==> src/sv/cts_pkg.sv <==
package cts_pkg;

  localparam int unsigned InW    = 31;
  localparam int unsigned SumW   = 31;
  localparam int unsigned TolW   = 31;
  localparam int unsigned CountW = 4;
  localparam int unsigned DivW   = 9;

  localparam logic [TolW-1:0] TolReset = TolW'(268);
  localparam logic [SumW-1:0] SumMax   = {SumW{1'b1}};

  typedef struct packed {
    logic [SumW-1:0]   sum;
    logic [CountW-1:0] count;
    logic              done;
  } cts_acc_t;

endpackage

==> src/sv/cts_term_step.sv <==
module cts_term_step #(
  parameter int unsigned FRAC_BITS = 28,
  parameter int unsigned TERM_IDX  = 0
) (
  input  logic                   clk_i,
  input  logic                   rst_ni,
  input  logic                   en_i,
  input  logic [cts_pkg::TolW-1:0] tolerance_i,
  input  logic                   valid_i,
  input  logic [FRAC_BITS+1:0]   term_i,
  input  logic [FRAC_BITS+2:0]   x2_i,
  input  cts_pkg::cts_acc_t      acc_i,
  output logic                   valid_o,
  output logic [FRAC_BITS+1:0]   term_o,
  output logic [FRAC_BITS+2:0]   x2_o,
  output cts_pkg::cts_acc_t      acc_o
);
  import cts_pkg::*;

  localparam int unsigned TermW  = FRAC_BITS + 2;
  localparam int unsigned X2W    = FRAC_BITS + 3;
  localparam int unsigned PW     = FRAC_BITS + 4;
  localparam int unsigned RecipW = FRAC_BITS + 4;
  localparam int unsigned ProdW  = TermW + X2W;
  localparam int unsigned EstW   = PW + RecipW;
  localparam int unsigned QdW    = PW + DivW;
  localparam int unsigned Div    = (2 * TERM_IDX + 1) * (2 * TERM_IDX + 2);
  localparam logic [DivW-1:0]   DivC      = DivW'(Div);
  localparam logic [63:0]       RecipFull = (64'd1 << RecipW) / 64'(Div);
  localparam logic [RecipW-1:0] Recip     = RecipFull[RecipW-1:0];

  // stage a: stop check, accumulate, term times x2
  logic             below;
  logic [SumW:0]    sum_add;
  logic [ProdW-1:0] prod;
  cts_acc_t         acc_a_d, acc_a_q, acc_b_q, acc_c_q;
  logic [PW-1:0]    p_a_q, p_b_q;
  logic [X2W-1:0]   x2_a_q, x2_b_q, x2_c_q;
  logic             va_q, vb_q, vc_q;

  assign below   = {{(TolW-TermW){1'b0}}, term_i} < tolerance_i;
  assign sum_add = {1'b0, acc_i.sum} + (SumW+1)'(term_i);
  assign prod    = ProdW'(term_i) * ProdW'(x2_i);

  always_comb begin
    acc_a_d = acc_i;
    if (!acc_i.done) begin
      if (below) begin
        acc_a_d.done = 1'b1;
      end else begin
        acc_a_d.sum   = sum_add[SumW] ? SumMax : sum_add[SumW-1:0];
        acc_a_d.count = CountW'(TERM_IDX + 1);
      end
    end
  end

  // stage b: reciprocal multiply
  logic [EstW-1:0] est;
  logic [PW-1:0]   q_b_q;

  assign est = EstW'(p_a_q) * EstW'(Recip);

  // stage c: quotient correction
  logic [QdW-1:0] qd;
  logic [PW-1:0]  rem;
  logic [PW-1:0]  q_fix;
  logic [TermW-1:0] term_c_q;

  assign qd    = QdW'(q_b_q) * QdW'(DivC);
  assign rem   = p_b_q - qd[PW-1:0];
  assign q_fix = (rem >= PW'(DivC)) ? q_b_q + PW'(1) : q_b_q;

  always_ff @(posedge clk_i or negedge rst_ni) begin
    if (!rst_ni) begin
      va_q <= 1'b0;
      vb_q <= 1'b0;
      vc_q <= 1'b0;
    end else if (en_i) begin
      va_q <= valid_i;
      vb_q <= va_q;
      vc_q <= vb_q;
    end
  end

  always_ff @(posedge clk_i) begin
    if (en_i) begin
      p_a_q    <= prod[FRAC_BITS+PW-1:FRAC_BITS];
      x2_a_q   <= x2_i;
      acc_a_q  <= acc_a_d;
      q_b_q    <= est[EstW-1:RecipW];
      p_b_q    <= p_a_q;
      x2_b_q   <= x2_a_q;
      acc_b_q  <= acc_a_q;
      term_c_q <= q_fix[TermW-1:0];
      x2_c_q   <= x2_b_q;
      acc_c_q  <= acc_b_q;
    end
  end

  assign valid_o = vc_q;
  assign term_o  = term_c_q;
  assign x2_o    = x2_c_q;
  assign acc_o   = acc_c_q;

endmodule

==> config.mk <==
export PLATFORM = sky130hd
export DESIGN_NAME = cts_term_step
export DESIGN_NICKNAME = d
export VERILOG_FILES = /design/src/sv/cts_pkg.sv /design/src/sv/cts_term_step.sv
export SDC_FILE = /design/constraint.sdc
export NUM_CORES = 2
export LEC_CHECK = 0
export BUFFER_PORTS_ARGS = -buffer_cell sky130_fd_sc_hd__clkbuf_2
export CELL_PAD_IN_SITES_DETAIL_PLACEMENT = 0
export CELL_PAD_IN_SITES_GLOBAL_PLACEMENT = 1
export CORE_AREA = 2 2 277 279
export CTS_CLUSTER_SIZE = 28
export DETAILED_ROUTE_END_ITERATION = 8
export DIE_AREA = 0 0 279 281
export GPL_TIMING_DRIVEN = 0
export PLACE_DENSITY = 0.95
export SYNTH_ARGS = -nofsm -noshare
export SYNTH_HDL_FRONTEND = slang
export SYNTH_SLANG_ARGS = --single-unit
==> constraint.sdc <==
create_clock -name clk_i -period 1.41 [get_ports clk_i]
set_clock_uncertainty 0.15 [all_clocks]
set_input_delay 0.0705 -clock clk_i [delete_from_list [all_inputs] [get_ports clk_i]]
set_output_delay 0.0705 -clock clk_i [all_outputs]
set_load 0.05 [all_outputs]
==> impl_metrics.tcl <==
set metrics [dict create \
    synthArstFlopShare_pct 1.02 \
    groute.usage.overall_pct 34.1 \
    rr_worst_depth 1 \
    chipWidth_um 279 \
    max-slew-margin-rel_pct 55.1 \
    placement_rows 101 \
    cap_violations 0 \
    finalHoldWorstSlack_ns -0.0521 \
    grt_setup_unrepaired "yes" \
    post-route-util_pct 67.5 \
    final_min_period_over_clock_period_pct 504 \
    maximum_number_of_pins_on_one_net_before_global_route_repair 118 \
    antenna_found_initial 14 \
    dieArea_um2 78400 \
    grt_pass1_wl_um 195000 \
    numClockSinks 294 \
    cts.htree.levels 1 \
    cts_root_buffer "sky130_fd_sc_hd__clkbuf_16" \
    detail_route.drc_violations 1 \
    num-nets-final 5615 \
    ys_seq_elements 294 \
    net_count_after_synthesis 5135 \
    fmaxAchievable_mhz 141 \
    status "finished, violations left" \
    dieHeight_um 281 \
    setup_slack_ns -5.69 \
    cp.arrival_ns 7.34 \
    wl_um 137000 \
    first_global_vias 32575 \
    clock_path_buffers 3 \
    failing_checks "design-rule violations, negative hold slack, negative setup slack" \
    startpoint_type "input pin" \
    timing.final.setup_violations 71 \
    post_synth_inst_count 3906 \
    syn-cell-area_um2 41100 \
    num_vias 31447 \
    finalMaxSlewViolations 0 \
    timing.hold.worst_path_depth 1 \
    synthToLayoutAreaGrowth_pct 24.1 \
    worstSetupPathType "input pin to flop" \
    yosys.cell_types.count 87 \
    dr.pass1.iters 8 \
    design.core.area_um2 75400 \
    drtAntennaViolNets 0 \
    dr.first_iter.drc_count 3132 \
    report.final.hold_viol_count 43 \
    final_period_minus_worst_setup_slack_ns 7.10 \
    hpwl_um 101000 \
    cts_tree "done" \
    synth_area_per_cell_um2 10.5 \
    clock_insertion_delay_worst_skew_ns 0.60 \
    timing.critical_path.fanout_max 7 \
    port_buffers 229 \
    max_slew.worst_pin.slew_ns 0.673 \
    synth-edff-count 291 \
    final_layout_size_suffix_gt1_share_pct 21.4 \
    synth.yosys.warnings 0 \
    cts_made_buffers 31 \
    preCtsSetupSlack_ns -6.87 \
    clkTransAtPathRegs_ns 0.07 \
    worstHoldPathType "input pin to flop" \
    floorplan.io_pins 230 \
    detail_route.vias_per_cell 5.83 \
    grt_overflow 0 \
    critPathCaptureType "flop" \
    effective_utilization_at_floorplan_pct 54.4 \
    detail_route.wl_per_cell_um 25.4 \
    synth_top_flop_cell "sky130_fd_sc_hd__edfxtp_1" \
    sequential_area_share_after_synthesis_pct 21.5 \
    timing.critical_path.required_ns 1.65 \
    gp_congestion 0.999 \
]
==> cell usage after synthesis, drive strengths merged (3+ instances only) <==
cell     count  area share (%)
xor2        12            0.26
nor2b        8            0.12
xnor2       39            0.83
nand2b      10            0.15
a221oi       4           0.085
o22a         3           0.064
a211oi      13            0.30
o21ai       33            0.40
and2       539             8.2
o2111ai      5            0.11
or4b         3           0.073
edfxtp     291              21
o211ai      13            0.28
nor4         5           0.091
nor2        60            0.56
nand4       18            0.33
nor3        22            0.27
buf          6            0.14
inv        846             7.7
and3         6           0.091
mux2         4            0.11
o21bai       9            0.16
o21a        10            0.18
o311ai       5            0.12
ha         290             8.8
and4         4           0.085
dfrtp        3            0.18
a31oi       33            0.80
or3          5           0.076
nand2      435             4.0
or2          7            0.11
o31ai        5            0.12
a2111oi      6            0.20
o221ai       5            0.12
nand3       20            0.24
a211o        4           0.085
fa         807              39
a21oi       68            0.85
or4          4           0.073
clkbuf     190             1.7
a21o        25            0.46
==> layout make-up <==
type	instances	area, µm²
multi-input combinational	2570	30100
fill	5451	24500
sequential	294	8810
timing repair buffer	451	4130
inverter	846	3190
buffer	192	2570
tap	978	1220
clock buffer	36	795
clock inverter	20	139
antenna	3	7.51
==> registers in the layout (all words and copies together), names as in the netlist, 30 cells and up <==
name / flops
acc_a_q: 36
acc_b_q: 36
acc_o: 36
p_a_q: 30
p_b_q: 30
term_o: 30
x2_a_q: 31
x2_b_q: 31
x2_o: 31
==> kinds of logic after synthesis <==
family	Yosys count	share of synthesized area (%)
and+or+nand+nor	1150	14.5
adders and majority gates	1097	48.2
buffers and inverters	1042	9.61
DFF	294	21.5
AOI/OAI and AO/OA	267	4.97
xor gates and xnor gates	51	1.09
muxes	5	0.134
==> final timing paths <==
kind	from	end	slack, ns
setup reg to reg	valid_o	valid_o	0.51
max in group asynchronous	rst_ni	vb_q	0.74
hold reg to reg	p_a_q[29]	p_b_q[29]	0.26
setup / recovery	term_i[5]	p_a_q[29]	-5.69
min in group asynchronous	rst_ni	valid_o	0.24
hold / removal	en_i	x2_a_q[6]	-0.05
==> what timing repair did <==
action / in CTS / in global routing
pin swaps: 89 / 143
gates resized for setup: 612 / 397
hold buffers: 69 / 4
gates cloned: 4 / 1
buffers inserted: 88 / 58
hold endpoints to repair: 113 / 31
setup endpoints to repair: 158 / 146
==> layer usage <==
layer	up-vias	share of wire (%)	track usage [%]
li1	12913	-	-
met1	15853	33	40.2
met2	2026	47	55.3
met3	647	11	8.78
met4	8	8.3	23.0
met5	-	0.094	0
==> metrics by stage <==
stage          instances  hold WS (ns)  TNS (ns)  instance area, µm²
2_1_floorplan       3906        -0.375   -180.06               42000
3_3_place_gp        5113        -0.283  -1562.00               44400
3_5_place_dp        5115        -0.280   -314.86               44500
4_1_cts             5330       -0.0524   -198.42               49600
5_1_grt             5388       -0.0247   -205.62               50900
6_report            5390       -0.0521   -199.75               50900
==> placed cells by master, fill, tap and decap left out, types with 8 or more instances in the layout <==
master | Yosys | layout
sky130_fd_sc_hd__inv_1 | 846 | 808
sky130_fd_sc_hd__fa_1 | 807 | 767
sky130_fd_sc_hd__and2_1 | 539 | 505
sky130_fd_sc_hd__nand2_1 | 435 | 431
sky130_fd_sc_hd__edfxtp_1 | 291 | 291
sky130_fd_sc_hd__ha_1 | 290 | 232
sky130_fd_sc_hd__buf_4 | 0 | 175
sky130_fd_sc_hd__clkbuf_2 | 0 | 108
sky130_fd_sc_hd__clkbuf_16 | 0 | 88
sky130_fd_sc_hd__dlygate4sd3_1 | 0 | 69
sky130_fd_sc_hd__clkbuf_8 | 0 | 60
sky130_fd_sc_hd__ha_4 | 0 | 50
sky130_fd_sc_hd__nor2_1 | 58 | 48
sky130_fd_sc_hd__clkbuf_4 | 0 | 46
sky130_fd_sc_hd__fa_2 | 0 | 40
sky130_fd_sc_hd__buf_6 | 2 | 38
sky130_fd_sc_hd__a21oi_1 | 66 | 38
sky130_fd_sc_hd__inv_2 | 0 | 35
sky130_fd_sc_hd__buf_8 | 0 | 35
sky130_fd_sc_hd__and2_4 | 0 | 34
sky130_fd_sc_hd__xnor2_1 | 39 | 31
sky130_fd_sc_hd__buf_2 | 2 | 26
sky130_fd_sc_hd__a21o_1 | 25 | 25
sky130_fd_sc_hd__a21oi_2 | 2 | 24
sky130_fd_sc_hd__o21ai_0 | 27 | 18
sky130_fd_sc_hd__buf_12 | 1 | 16
sky130_fd_sc_hd__nand4_1 | 16 | 16
sky130_fd_sc_hd__a31oi_1 | 23 | 15
sky130_fd_sc_hd__a31oi_4 | 7 | 15
sky130_fd_sc_hd__nor3_1 | 22 | 14
sky130_fd_sc_hd__clkbuf_1 | 190 | 13
sky130_fd_sc_hd__nand3_1 | 20 | 13
sky130_fd_sc_hd__o211ai_1 | 11 | 11
sky130_fd_sc_hd__xor2_1 | 12 | 11
sky130_fd_sc_hd__nand2b_1 | 10 | 10
sky130_fd_sc_hd__o21a_1 | 10 | 8
sky130_fd_sc_hd__o21bai_1 | 9 | 8
sky130_fd_sc_hd__o21ai_2 | 0 | 8
sky130_fd_sc_hd__ha_2 | 0 | 8
==> critical path, stage by stage <==
cell	delay, ns
sky130_fd_sc_hd__clkbuf_16	0.15
sky130_fd_sc_hd__clkbuf_16	0.16
sky130_fd_sc_hd__and2_4	0.16
sky130_fd_sc_hd__fa_1	0.53
sky130_fd_sc_hd__fa_2	0.46
sky130_fd_sc_hd__fa_1	0.48
sky130_fd_sc_hd__inv_1	0.05
sky130_fd_sc_hd__fa_1	0.52
sky130_fd_sc_hd__inv_2	0.04
sky130_fd_sc_hd__fa_1	0.52
sky130_fd_sc_hd__fa_1	0.46
sky130_fd_sc_hd__fa_1	0.62
sky130_fd_sc_hd__inv_2	0.08
sky130_fd_sc_hd__fa_1	0.53
sky130_fd_sc_hd__inv_2	0.05
sky130_fd_sc_hd__ha_4	0.23
sky130_fd_sc_hd__o21a_1	0.17
sky130_fd_sc_hd__o211ai_1	0.25
sky130_fd_sc_hd__buf_4	0.18
sky130_fd_sc_hd__o31ai_4	0.11
sky130_fd_sc_hd__a211o_4	0.40
sky130_fd_sc_hd__o211ai_4	0.32
sky130_fd_sc_hd__a211oi_4	0.12
sky130_fd_sc_hd__or4b_4	0.56
sky130_fd_sc_hd__o311ai_4	0.09
Power is left out: the tool's default activity adds up to more than one toggle a clock period on the data nets, which glitch-free logic cannot reach.
